File: src/rtl/pic_pkg.sv
package pic_pkg;

	localparam int POSITIONS_DEF    = 128;
	localparam int MAX_PATTERNS_DEF = 256;

	// Field widths of the item and register ports
	localparam int CMD_W   = 2;
	localparam int PIDX_W  = 7;
	localparam int PAT_W   = 8;
	localparam int SLEN_W  = 8;
	localparam int PCNT_W  = 9;
	localparam int CFGI_W  = 1;
	localparam int CFGD_W  = 9;
	// Walk counter: holds any position or pattern count up to 256
	localparam int CNT_W   = 9;

	localparam logic [CMD_W-1:0] CMD_WRITE_POS = 2'd0;
	localparam logic [CMD_W-1:0] CMD_COMPUTE   = 2'd1;
	localparam logic [CMD_W-1:0] CMD_READ_POS  = 2'd2;
	localparam logic [CMD_W-1:0] CMD_READ_MAP  = 2'd3;

	localparam logic [CFGI_W-1:0] CFG_SONG_LENGTH   = 1'b0;
	localparam logic [CFGI_W-1:0] CFG_PATTERN_COUNT = 1'b1;

	typedef struct packed {
		logic load;
		logic clr;
		logic mark_rd;
		logic cnt_clr;
		logic rank_step;
		logic rank_fin;
		logic rm_rd;
		logic rm_rank;
		logic rm_wr;
		logic out_load;
	} pic_cmd_t;

	typedef struct packed {
		logic pos_done;
		logic pat_done;
		logic out_free;
	} pic_status_t;

endpackage

File: src/rtl/pic_ctrl.sv
module pic_ctrl (
	input  logic                          clk,
	input  logic                          arst_n,
	input  logic                          in_valid,
	output logic                          in_ready,
	input  logic [pic_pkg::CMD_W-1:0]     command,
	input  pic_pkg::pic_status_t          st,
	output pic_pkg::pic_cmd_t             cmd
);
	import pic_pkg::*;

	localparam logic [3:0] S_IDLE    = 4'd0;
	localparam logic [3:0] S_RESP    = 4'd1;
	localparam logic [3:0] S_CLR     = 4'd2;
	localparam logic [3:0] S_MARK    = 4'd3;
	localparam logic [3:0] S_RANK    = 4'd4;
	localparam logic [3:0] S_RM_RD   = 4'd5;
	localparam logic [3:0] S_RM_RANK = 4'd6;
	localparam logic [3:0] S_RM_WR   = 4'd7;

	logic [3:0] state_q;
	logic [3:0] state_d;

	always_comb begin
		state_d  = state_q;
		cmd      = '0;
		in_ready = 1'b0;
		case (state_q)
			S_IDLE: begin
				in_ready = 1'b1;
				if (in_valid) begin
					cmd.load = 1'b1;
					state_d  = (command == CMD_COMPUTE) ? S_CLR : S_RESP;
				end
			end
			S_RESP: begin
				if (st.out_free) begin
					cmd.out_load = 1'b1;
					state_d      = S_IDLE;
				end
			end
			S_CLR: begin
				cmd.clr = 1'b1;
				state_d = S_MARK;
			end
			S_MARK: begin
				// the last pending mark lands on the same edge as the switch
				if (!st.pos_done) begin
					cmd.mark_rd = 1'b1;
				end else begin
					cmd.cnt_clr = 1'b1;
					state_d     = S_RANK;
				end
			end
			S_RANK: begin
				if (!st.pat_done) begin
					cmd.rank_step = 1'b1;
				end else begin
					cmd.rank_fin = 1'b1;
					state_d      = S_RM_RD;
				end
			end
			S_RM_RD: begin
				if (!st.pos_done) begin
					cmd.rm_rd = 1'b1;
					state_d   = S_RM_RANK;
				end else begin
					state_d = S_RESP;
				end
			end
			S_RM_RANK: begin
				cmd.rm_rank = 1'b1;
				state_d     = S_RM_WR;
			end
			S_RM_WR: begin
				cmd.rm_wr = 1'b1;
				state_d   = S_RM_RD;
			end
			default: begin
				state_d = S_IDLE;
			end
		endcase
	end

	always_ff @(posedge clk or negedge arst_n) begin
		if (!arst_n) begin
			state_q <= S_IDLE;
		end else begin
			state_q <= state_d;
		end
	end

endmodule

File: src/rtl/pic_dpath.sv
module pic_dpath #(
	parameter int POSITIONS    = pic_pkg::POSITIONS_DEF,
	parameter int MAX_PATTERNS = pic_pkg::MAX_PATTERNS_DEF
) (
	input  logic                          clk,
	input  logic                          arst_n,
	input  logic                          cfg_write,
	input  logic [pic_pkg::CFGI_W-1:0]    cfg_index,
	input  logic [pic_pkg::CFGD_W-1:0]    cfg_data,
	input  logic [pic_pkg::CMD_W-1:0]     command,
	input  logic [pic_pkg::PIDX_W-1:0]    position_index,
	input  logic [pic_pkg::PAT_W-1:0]     pattern_number,
	input  pic_pkg::pic_cmd_t             cmd,
	output pic_pkg::pic_status_t          st,
	output logic                          out_valid,
	input  logic                          out_ready,
	output logic [pic_pkg::PAT_W-1:0]     value,
	output logic                          kept,
	output logic [pic_pkg::PCNT_W-1:0]    used_count
);
	import pic_pkg::*;

	localparam int PA_W = (POSITIONS > 1) ? $clog2(POSITIONS) : 1;
	localparam int MA_W = $clog2(MAX_PATTERNS);
	localparam logic [CNT_W-1:0] NPOS = CNT_W'(POSITIONS);
	localparam logic [CNT_W-1:0] NPAT = CNT_W'(MAX_PATTERNS);

	logic [SLEN_W-1:0] song_length_q;
	logic [PCNT_W-1:0] pattern_count_q;

	logic [PAT_W-1:0]  pos_mem [POSITIONS];
	logic [PAT_W-1:0]  rank_mem [MAX_PATTERNS];
	logic [POSITIONS-1:0]    pos_vld_q;
	logic [MAX_PATTERNS-1:0] used_q;

	logic [CNT_W-1:0]  cnt_q;
	logic [CNT_W-1:0]  rank_cnt_q;
	logic [PCNT_W-1:0] used_total_q;
	logic              mark_q;

	logic [PAT_W-1:0]  rd_pos_q;
	logic              rd_vld_q;
	logic [PAT_W-1:0]  rd_rank_q;
	logic [CMD_W-1:0]  cmd_q;
	logic              pos_hit_q;
	logic              kept_q;

	logic              out_valid_q;
	logic [PAT_W-1:0]  value_q;
	logic              kept_out_q;
	logic [PCNT_W-1:0] used_count_q;

	logic [CNT_W-1:0]  len;
	logic [CNT_W-1:0]  pats;
	logic [CNT_W-1:0]  pidx;
	logic              pidx_ok;
	logic [PAT_W-1:0]  eff_pos;
	logic              eff_hit;
	logic              pos_we;
	logic [PA_W-1:0]   pos_wa;
	logic [PAT_W-1:0]  pos_wd;
	logic              pos_re;
	logic [PA_W-1:0]   pos_ra;
	logic              rank_we;
	logic              rank_re;
	logic [MA_W-1:0]   rank_ra;
	logic [PAT_W-1:0]  out_val;

	// Effective lengths, clipped to the table depths
	assign len  = ({1'b0, song_length_q} > NPOS) ? NPOS : {1'b0, song_length_q};
	assign pats = (pattern_count_q > NPAT) ? NPAT : pattern_count_q;

	assign pidx    = CNT_W'(position_index);
	assign pidx_ok = pidx < NPOS;

	// A slot never written reads as zero
	assign eff_pos = rd_vld_q ? rd_pos_q : '0;
	assign eff_hit = {1'b0, eff_pos} < pats;

	assign pos_we = (cmd.load && command == CMD_WRITE_POS && pidx_ok) || (cmd.rm_wr && eff_hit);
	assign pos_wa = cmd.load ? pidx[PA_W-1:0] : cnt_q[PA_W-1:0];
	assign pos_wd = cmd.load ? pattern_number : rd_rank_q;
	assign pos_re = cmd.load || cmd.mark_rd || cmd.rm_rd;
	assign pos_ra = cmd.load ? pidx[PA_W-1:0] : cnt_q[PA_W-1:0];

	assign rank_we = cmd.rank_step && used_q[cnt_q[MA_W-1:0]];
	assign rank_re = cmd.load || cmd.rm_rank;
	assign rank_ra = cmd.load ? pattern_number[MA_W-1:0] : eff_pos[MA_W-1:0];

	assign st.pos_done = cnt_q >= len;
	assign st.pat_done = cnt_q >= pats;
	assign st.out_free = !out_valid_q || out_ready;

	always_ff @(posedge clk) begin
		if (pos_we) begin
			pos_mem[pos_wa] <= pos_wd;
		end
		if (pos_re) begin
			rd_pos_q <= pos_mem[pos_ra];
			rd_vld_q <= pos_vld_q[pos_ra];
		end
		if (rank_we) begin
			rank_mem[cnt_q[MA_W-1:0]] <= rank_cnt_q[PAT_W-1:0];
		end
		if (rank_re) begin
			rd_rank_q <= rank_mem[rank_ra];
		end
	end

	// Item fields kept for the result
	always_ff @(posedge clk) begin
		if (cmd.load) begin
			cmd_q     <= command;
			pos_hit_q <= pidx_ok && pos_vld_q[pidx[PA_W-1:0]];
			kept_q    <= ({1'b0, pattern_number} < NPAT) && used_q[pattern_number[MA_W-1:0]];
		end
	end

	always_ff @(posedge clk or negedge arst_n) begin
		if (!arst_n) begin
			song_length_q   <= SLEN_W'(1);
			pattern_count_q <= PCNT_W'(1);
		end else if (cfg_write) begin
			if (cfg_index == CFG_SONG_LENGTH) begin
				song_length_q <= cfg_data[SLEN_W-1:0];
			end else begin
				pattern_count_q <= cfg_data[PCNT_W-1:0];
			end
		end
	end

	always_ff @(posedge clk or negedge arst_n) begin
		if (!arst_n) begin
			pos_vld_q <= '0;
		end else begin
			if (pos_we) begin
				pos_vld_q[pos_wa] <= 1'b1;
			end
			if (cmd.clr) begin
				// drop every slot beyond the song
				for (int p = 0; p < POSITIONS; p++) begin
					if (CNT_W'(p) >= len) begin
						pos_vld_q[p] <= 1'b0;
					end
				end
			end
		end
	end

	always_ff @(posedge clk or negedge arst_n) begin
		if (!arst_n) begin
			used_q <= '0;
			mark_q <= 1'b0;
		end else begin
			mark_q <= cmd.mark_rd;
			if (cmd.clr) begin
				used_q <= '0;
			end else if (mark_q && eff_hit) begin
				used_q[eff_pos[MA_W-1:0]] <= 1'b1;
			end
		end
	end

	always_ff @(posedge clk or negedge arst_n) begin
		if (!arst_n) begin
			cnt_q        <= '0;
			rank_cnt_q   <= '0;
			used_total_q <= '0;
		end else begin
			if (cmd.clr || cmd.cnt_clr || cmd.rank_fin) begin
				cnt_q <= '0;
			end else if (cmd.mark_rd || cmd.rank_step || cmd.rm_wr) begin
				cnt_q <= cnt_q + 1'b1;
			end
			if (cmd.clr) begin
				rank_cnt_q <= '0;
			end else if (rank_we) begin
				rank_cnt_q <= rank_cnt_q + 1'b1;
			end
			if (cmd.rank_fin) begin
				used_total_q <= PCNT_W'(rank_cnt_q);
			end
		end
	end

	always_comb begin
		case (cmd_q)
			CMD_READ_POS: out_val = pos_hit_q ? rd_pos_q : '0;
			CMD_READ_MAP: out_val = kept_q ? rd_rank_q : '0;
			default:      out_val = '0;
		endcase
	end

	always_ff @(posedge clk or negedge arst_n) begin
		if (!arst_n) begin
			out_valid_q <= 1'b0;
		end else if (cmd.out_load) begin
			out_valid_q <= 1'b1;
		end else if (out_ready) begin
			out_valid_q <= 1'b0;
		end
	end

	always_ff @(posedge clk) begin
		if (cmd.out_load) begin
			value_q      <= out_val;
			kept_out_q   <= (cmd_q == CMD_READ_MAP) && kept_q;
			used_count_q <= used_total_q;
		end
	end

	assign out_valid  = out_valid_q;
	assign value      = value_q;
	assign kept       = kept_out_q;
	assign used_count = used_count_q;

endmodule

File: src/rtl/pattern_index_compactor_unit.sv
// Pattern index compactor. Load song positions with write items, send one compute item,
// then query positions or the old-to-new pattern mapping; every item returns exactly
// one result carrying the used pattern count of the last compute. For a write, read or
// query item the accepting edge does the registered memory read, and the result then loads
// into the output register once that register is free; no new item is taken before that.
// A compute item runs one clear step, one pass over the positions of the clipped song
// length to mark used patterns and one pass over the clipped pattern count to assign
// ranks, then rewrites each position with a read, a rank lookup and a write, since the
// position table and the rank table each have one read and one write port; each pass
// ends with a closing step before the result loads. A full output register holds the
// next result back and the input waits behind it. Position and pattern flags clear at
// reset at once; no clearing pass is needed.
module pattern_index_compactor_unit #(
	parameter int POSITIONS    = pic_pkg::POSITIONS_DEF,
	parameter int MAX_PATTERNS = pic_pkg::MAX_PATTERNS_DEF
) (
	input  logic                          clk,
	input  logic                          arst_n,
	input  logic                          cfg_write,
	input  logic [pic_pkg::CFGI_W-1:0]    cfg_index,
	input  logic [pic_pkg::CFGD_W-1:0]    cfg_data,
	input  logic                          in_valid,
	output logic                          in_ready,
	input  logic [pic_pkg::CMD_W-1:0]     command,
	input  logic [pic_pkg::PIDX_W-1:0]    position_index,
	input  logic [pic_pkg::PAT_W-1:0]     pattern_number,
	output logic                          out_valid,
	input  logic                          out_ready,
	output logic [pic_pkg::PAT_W-1:0]     value,
	output logic                          kept,
	output logic [pic_pkg::PCNT_W-1:0]    used_count
);
	import pic_pkg::*;

	pic_cmd_t    cmd;
	pic_status_t st;

	pic_ctrl u_ctrl (
		.clk      (clk),
		.arst_n   (arst_n),
		.in_valid (in_valid),
		.in_ready (in_ready),
		.command  (command),
		.st       (st),
		.cmd      (cmd)
	);

	pic_dpath #(
		.POSITIONS    (POSITIONS),
		.MAX_PATTERNS (MAX_PATTERNS)
	) u_dpath (
		.clk            (clk),
		.arst_n         (arst_n),
		.cfg_write      (cfg_write),
		.cfg_index      (cfg_index),
		.cfg_data       (cfg_data),
		.command        (command),
		.position_index (position_index),
		.pattern_number (pattern_number),
		.cmd            (cmd),
		.st             (st),
		.out_valid      (out_valid),
		.out_ready      (out_ready),
		.value          (value),
		.kept           (kept),
		.used_count     (used_count)
	);

endmodule

File: config.mk
export PLATFORM = sky130hd
export DESIGN_NAME = pattern_index_compactor_unit
export DESIGN_NICKNAME = d
export VERILOG_FILES = /design/src/rtl/pic_pkg.sv /design/src/rtl/pic_ctrl.sv /design/src/rtl/pic_dpath.sv /design/src/rtl/pattern_index_compactor_unit.sv
export SDC_FILE = /design/constraint.sdc
export NUM_CORES = 2
export LEC_CHECK = 0
export CAP_MARGIN = 0
export CORE_MARGIN = 2
export CORE_UTILIZATION = 45
export CTS_CLUSTER_DIAMETER = 150
export DETAILED_ROUTE_END_ITERATION = 12
export DONT_BUFFER_PORTS = 1
export PLACE_DENSITY = 0.71
export SYNTH_ARGS = -nofsm -noshare
export SYNTH_HDL_FRONTEND = slang
export SYNTH_SLANG_ARGS = --single-unit
File: constraint.sdc
create_clock -name clk -period 7.4 [get_ports clk]
set_input_delay 0 -clock clk [delete_from_list [all_inputs] [get_ports clk]]
set_output_delay 0 -clock clk [all_outputs]
set_load 0.02 [all_outputs]
# Yosys cells after proc, flatten, opt, wreduce, memory -nomap -nowiden
# Memories as Yosys holds them, arrays and structs flattened. A register that Yosys moved wholly into a read port is not among the register bits.
# Cells that the tools add are included.
# W data, S select, Z words.
[totals] reg_bits=457 latch_bits=0 ram_bits=3072 rom_bits=0 inputBits=32 out_inout_bits=20 word_cells=392 memories=2
[mem_list] name="u_dpath.rank_mem" words=256 width=8 read_ports=1 rd_ports_with_merged_regs=1 wr=1 line_no="pic_dpath.sv:32" text="logic [PAT_W-1:0] rank_mem [MAX_PATTERNS];"
[mem_list] name="u_dpath.pos_mem" words=128 width=8 read_ports=1 rd_ports_with_merged_regs=1 wr=1 line_no="pic_dpath.sv:31" text="logic [PAT_W-1:0] pos_mem [POSITIONS];"
[classes] add_sub_neg=2 n_mul=0 div_mod_pow=0 order_cmp=141 n_eq_ne=14 shift=0 mux=185 bitwise=3 n_reduce_logical=28
[op_table] cell="$ge A7 B9 Y1 const A" n=64
[op_table] cell="$mux W256" n=2
[op_table] cell="$ge A6 B9 Y1 const A" n=32
[op_table] cell="$mux W128" n=2
[op_table] cell="$or A256 B256 Y256" n=1
[op_table] cell="$mux W1" n=153
[op_table] cell="$ge A5 B9 Y1 const A" n=16
[op_table] cell="$or A128 B128 Y128" n=1
[op_table] cell="$ge A4 B9 Y1 const A" n=8
[op_table] cell="$mux W8" n=6
[op_table] cell="$mux W9" n=5
[op_table] cell="$ge A3 B9 Y1 const A" n=4
[op_table] cell="$pmux W4 S8" n=1
[op_table] cell="$lt A8 B9 Y1 const B" n=3
[op_table] cell="$lt A7 B8 Y1 const B" n=3
[op_table] cell="$add A9 B1 Y9 const B" n=2
[op_table] cell="$ge A1 B9 Y1 const A" n=2
[op_table] cell="$ge A2 B9 Y1 const A" n=2
[op_table] cell="$ge A9 B9 Y1" n=2
[op_table] cell="$bmux W1 S8" n=2
[op_table] cell="$eq A4 B3 Y1 const B" n=4
[op_table] cell="$mux W4" n=4
[op_table] cell="$pmux W8 S2" n=1
[op_table] cell="$bmux W1 S7" n=2
[op_table] cell="25 further kinds" n=51

# Depth between registers and ports, before layout
[logic_depth] depth_word=11 mapped_depth=19 depth_no_buf=11

# By module
# A second synthesis with hierarchy kept.
[unflattened] cells_unflattened=8626 hier_area_um2=143565.2
[by_module_without_submodules] mod="pic_dpath" n_inst=1 cells_per_inst=8591 area_each_um2=143276.2 seq_area_each_um2=104182.4
[by_module_without_submodules] mod="pic_ctrl" n_inst=1 cells_per_inst=35 area_each_um2=289.0 seq_area_each_um2=75.1

# Worst setup path after synthesis
# Ideal clock, no wire load.
[synth_path] kind="register to register" from="register u_dpath.rank_cnt_q[1]" to="register u_dpath.rank_cnt_q[8]" setup_time_ps=78 arrival_ps=4637 slack_ps=2685 path_stages_with_launch=5 synth_period_minus_slack_ps=4715 cell_sequence="dfrtp_1 -> ha_1 -> nand3_1 -> or4_1 -> a21oi_1"
[synth_via] elab_chain_len=3
[synth_lines] element="start: declaration" line_no="pic_dpath.sv:37" text="logic [CNT_W-1:0] rank_cnt_q;"
[synth_lines] element="start signal: assignment" line_no="pic_dpath.sv:178" text="rank_cnt_q <= rank_cnt_q + 1'b1;"
[synth_lines] element="$add A9 B1 Y9" line_no="pic_dpath.sv:178"
[synth_lines] element="$mux W9" line_no="pic_dpath.sv:177" text="end else if (rank_we) begin"
[synth_lines] element="$mux W9" line_no="pic_dpath.sv:175" text="if (cmd.clr) begin"
# Every way passes these cells. The select of a mux whose other input is x is not followed.
# A chain may end at the register's enable or synchronous reset.

# Final worst setup path
[layout_path] from="register u_ctrl.state_q[1]" to="register u_dpath.rd_pos_q[3], read port of u_dpath.pos_mem, data pin"
[layout_via] elab_chain_len=4 elab_cells_between_ends=9
[layout_lines] element="start: declaration" line_no="pic_ctrl.sv:21" text="logic [3:0] state_q;"
[layout_lines] element="start signal: assignment" line_no="pic_ctrl.sv:89" text="state_q <= state_d;"
[layout_lines] element="$eq A4 B2 Y1 or $logic_not A4 Y1 (tied branches)" line_no="pic_ctrl.sv:28" text="case (state_q)"
[layout_lines] element="$mux W2 or $mux W1 (tied branches)" line_no="pic_ctrl.sv:28"
[layout_lines] element="$logic_or A1 B1 Y1 (2 in series)" line_no="pic_dpath.sv:83" text="assign pos_re = cmd.load || cmd.mark_rd || cmd.rm_rd;"
[layout_lines] element="end: declaration" line_no="pic_dpath.sv:41" text="logic [PAT_W-1:0] rd_pos_q;"
# Parallel ways exist; a longest one is shown, timed or not.

==> results.py <==
metrics = {
    "setup_path": {
        "worstSetupPathType": "reg -> reg",
        "worst_path_largest_cell_delay_ns": 0.91,
        "crit_family": "compound AO/OA/AOI/OAI gates",
        "r2r_slack_ns": 0.43,
        "end_kind": "flip-flop",
        "worstSetupStartpointType": "flip-flop",
        "crit_required_ns": 7.89,
        "cp_data_arrival_time_ns": 7.47,
        "cp_slowest_cell": "mux2i_4",
        "crit_buf_inv": 3,
        "crit_chain": "or4b_4 -> inv_2 -> mux2i_4 -> buf_4 -> nor2_4 -> buf_4 -> a22oi_1 -> nand2_1 -> o21ai_0 -> o21ai_0 -> a21oi_1 -> o2111ai_1",
        "reg2regPathDepth": 12,
        "reg2reg_to": "u_dpath.rd_pos_q[3]",
        "r2r-start": "u_ctrl.state_q[1]",
        "crit_fanout": 32,
    },
    "min_path": {
        "hp-class": "in -> async",
    },
    "sta": {
        "relSlewSlack_pct": 2.54,
        "fin_crit_sh_pct": 94.2,
        "rsz0062_at_grt": "false",
        "final_max_slew_viol_count": 0,
        "finalHoldViolations": 433,
        "hold_ws_ns": -1.18,
        "report.final.setup_viol": 0,
        "layout_setup_ws_ns": 0.426,
        "fin_crit_ns": 6.97,
        "worst_pin_slew_ns": 1.46,
        "max_freq_mhz": 143,
        "clock-skew-final_ns": 0.127,
        "finalSetupTns_ns": 0,
    },
    "synth": {
        "ys_ff_latch": 3544,
        "synth_top_family_by_area": "multiplexers",
        "synthMuxAreaShare_pct": 9.65,
        "synth.distinct_cells": 78,
        "synthArstFlopShare_pct": 12.2,
        "yosysWarningCount": 0,
        "synth_ff_type": "edfxtp_1",
        "syn_nets": 9020,
        "yosys.area_share.adder_pct": 0.254,
        "synth_compound_area_share_pct": 9.37,
        "syn_inst": 8959,
        "synthXorXnorAreaFrac_pct": 0.00613,
        "synth_seq_area_share_pct": 73.0,
        "syn_area_um2": 143000,
        "syn_avg_cell_area_um2": 15.9,
        "synthSimpleGateAreaFrac_pct": 5.79,
        "synth_edf_count": 3111,
    },
    "clock_network": {
        "clockBufferDepth": 4,
        "clk_pin_slew_ns": 0.06,
        "cts_buffers": 353,
        "htree_levels": 5,
        "clkLatencyLatePin_ns": 0.96,
        "clock_sinks": 3544,
        "cts_tree": "done",
        "hold_buffers": 50,
        "cts_root_buf": "clkbuf_16",
    },
    "run_status": {
        "violations": "negative hold slack",
        "outcome": "finished, violations left",
    },
    "placement": {
        "dpl_worst_slack_ns": 0.937,
        "io_buffers": 0,
        "post-dp-hpwl_mm": 254,
        "place_congestion": 0.997,
    },
    "route": {
        "drt_iter0_drc": 15000,
        "vias": 87900,
        "firstDrtPassIters": 6,
        "wire_per_inst_um": 31.1,
        "drc": 0,
        "antenna_left": 0,
        "post_drt_via_cell_ratio": 6.51,
        "wirelength_mm": 420,
    },
    "grt": {
        "grt_pass1_vias": 85300,
        "antenna_found_initial": 11,
        "grt_pass1_wl_mm": 606,
        "grt_max_degree": 434,
        "grt.total_usage_pct": 25.5,
        "overflow": 0,
    },
    "die": {
        "dieArea_um2": 322000,
        "die_x_um": 567,
        "row_count": 206,
        "initial_utilization_pct": 45.3,
        "dieHeight_um": 567,
        "core-area_um2": 315000,
        "design.portCount": 52,
    },
    "cells_and_area": {
        "seqCellArea_um2": 104000,
        "post-route-util_pct": 51.0,
        "syn2layout_area_growth_pct": 12.5,
        "final_common_cell": "edfxtp_1",
        "drive_gt1_share_pct": 14.9,
        "multi_input_area_um2": 36400,
        "fillers": 25000,
        "nNetsFinal": 9119,
        "final_cell_mix": "edfxtp_1 (3111), nand2_1 (1071), a22oi_1 (449)",
    },
    "power_and_ir_drop": {
        "combPwrFrac_pct": 27.1,
        "powerDensity_nw_per_um2": 354,
        "p_clk_share_pct": 31.2,
        "internal-power_mw": 37.7,
        "p_leak_nw": 52.8,
        "ir_drop_mv": 0.417,
        "pwr-share-seq_pct": 41.7,
        "swShare_pct": 33.8,
        "switchingPower_mw": 19.3,
    },
    "run": {
        "cap_violations": 0,
    },
}
[synth_stat cells (all sizes together), types with 5 or more instances]
cell type / instances / area [µm²]
or2: 11 / 68.8
a41o: 11 / 110
a22o: 177 / 1550
dfrtp: 431 / 10800
a21boi: 8 / 60.1
nand2b: 21 / 131
o21a: 23 / 173
nand3: 41 / 205
nor4: 47 / 294
nor3: 150 / 751
nor2b: 21 / 131
mux2: 30 / 345
a2bb2oi: 62 / 543
edfxtp: 3111 / 93400
nor2: 405 / 1520
a21oi: 425 / 2130
a2111oi: 10 / 90.1
o31a: 5 / 43.8
a41oi: 17 / 149
buf: 238 / 1190
a21o: 12 / 90.1
o22a: 38 / 333
o211ai: 8 / 60.1
mux2i: 359 / 3590
and3: 8 / 50.1
inv: 27 / 101
and2: 10 / 62.6
or4: 84 / 631
o32a: 6 / 60.1
nand2: 1083 / 4070
nand4: 19 / 119
o31ai: 14 / 105
o22ai: 164 / 1030
o41ai: 26 / 228
o32ai: 15 / 131
ha: 29 / 363
a221oi: 101 / 922
or3: 18 / 113
mux4: 437 / 9840
a22oi: 449 / 3370
clkbuf: 395 / 1480
o21ai: 272 / 1360
a31oi: 86 / 538
a221o: 6 / 60.1
[sequential cells by signal (all words and copies together), names as in the netlist, 3 cells and up]
name / count
u_dpath.rank_cnt_q: 9
u_dpath.rd_pos_q: 8
u_dpath.rank_mem: 2048
u_dpath.pattern_count_q: 9
u_dpath.song_length_q: 8
u_dpath.used_q: 256
u_dpath.pos_vld_q: 128
u_dpath.value: 8
u_dpath.used_count: 9
u_dpath.pos_mem: 1024
u_dpath.rd_rank_q: 8
u_ctrl.state_q: 3
u_dpath.cnt_q: 9
u_dpath.used_total_q: 9
[area by class of cell]
| cell class | instances | share of cell area (%) |
|---|---|---|
| Clock buffer | 435 | 5.80 |
| Sequential cell | 3544 | 64.9 |
| Multi-Input combinational cell | 4752 | 22.6 |
| Clock inverter | 199 | 1.31 |
| Tap cell | 4160 | 3.24 |
| Inverter | 30 | 0.0700 |
| Antenna cell | 9 | 0.0140 |
| Timing Repair Buffer | 377 | 2.07 |
[repair_timing]
item                      in CTS  in global routing
hold endpoints to repair     706                433
setup buffers                  0                  0
gates resized for setup        0                  0
[per-stage QoR]
step | instances | power, mW | instance area (µm²) | hold slack, ns
after floorplan | 8959 | 33.0 | 143000 | -0.296
after global placement | 12800 | 38.8 | 149000 | -0.255
after detailed placement | 12800 | 39.1 | 149000 | -0.252
after CTS | 13500 | 56.7 | 161000 | -1.26
after global routing | 13500 | 58.4 | 161000 | -1.19
final | 13500 | 57.0 | 161000 | -1.18
[worst max path at each step]
stage,end,start,depth (start not counted)
2_1_floorplan,u_dpath.rank_cnt_q[8],u_dpath.rank_cnt_q[1],4
3_3_place_gp,u_dpath.rd_pos_q[3],u_ctrl.state_q[1],13
3_5_place_dp,u_dpath.rd_pos_q[3],u_ctrl.state_q[0],13
4_1_cts,u_dpath.rd_pos_q[3],u_ctrl.state_q[1],13
5_1_grt,u_dpath.rd_pos_q[3],u_ctrl.state_q[0],13
6_report,u_dpath.rd_pos_q[3],u_ctrl.state_q[1],12
[power groups by stage]
stage / clock (mW) / sequential [mW] / combinational (mW)
6_report: 17.8 / 23.7 / 15.4
3_3_place_gp: 0 / 24.1 / 14.8
3_5_place_dp: 0 / 24.1 / 15.0
5_1_grt: 18.6 / 23.7 / 16.0
2_1_floorplan: 0 / 24.0 / 8.97
4_1_cts: 17.9 / 23.7 / 15.1
[kinds of logic (layout without fill, tap and decap cells)]
logic type	count (synthesis)	in the layout
buffers and inverters	663	1041
AO/OA/AOI/OAI	1963	1963
AND/OR/NAND/NOR	1933	1933
adder cells (fa/ha/maj)	29	29
other	0	9
multiplexers	826	826
flip-flops	3544	3544
XOR/XNOR	1	1
[layer usage]
layer	part of all wire [%]	vias to the layer above	global-route usage, %
met5	0.027	-	0
li1	-	35800	-
met3	13	1102	6.97
met1	36	44600	34.3
met2	46	6455	39.1
met4	5.0	10	11.2
[worst register-to-register path, stage by stage, from the launching register on]
cell	delay (ns)
dfrtp_1	0.55
or4b_4	0.89
inv_2	0.60
mux2i_4	0.92
buf_4	0.37
nor2_4	0.20
buf_4	0.40
a22oi_1	0.21
nand2_1	0.09
o21ai_0	0.63
o21ai_0	0.48
a21oi_1	0.67
o2111ai_1	0.50
(Power assumes the default switching activity.)
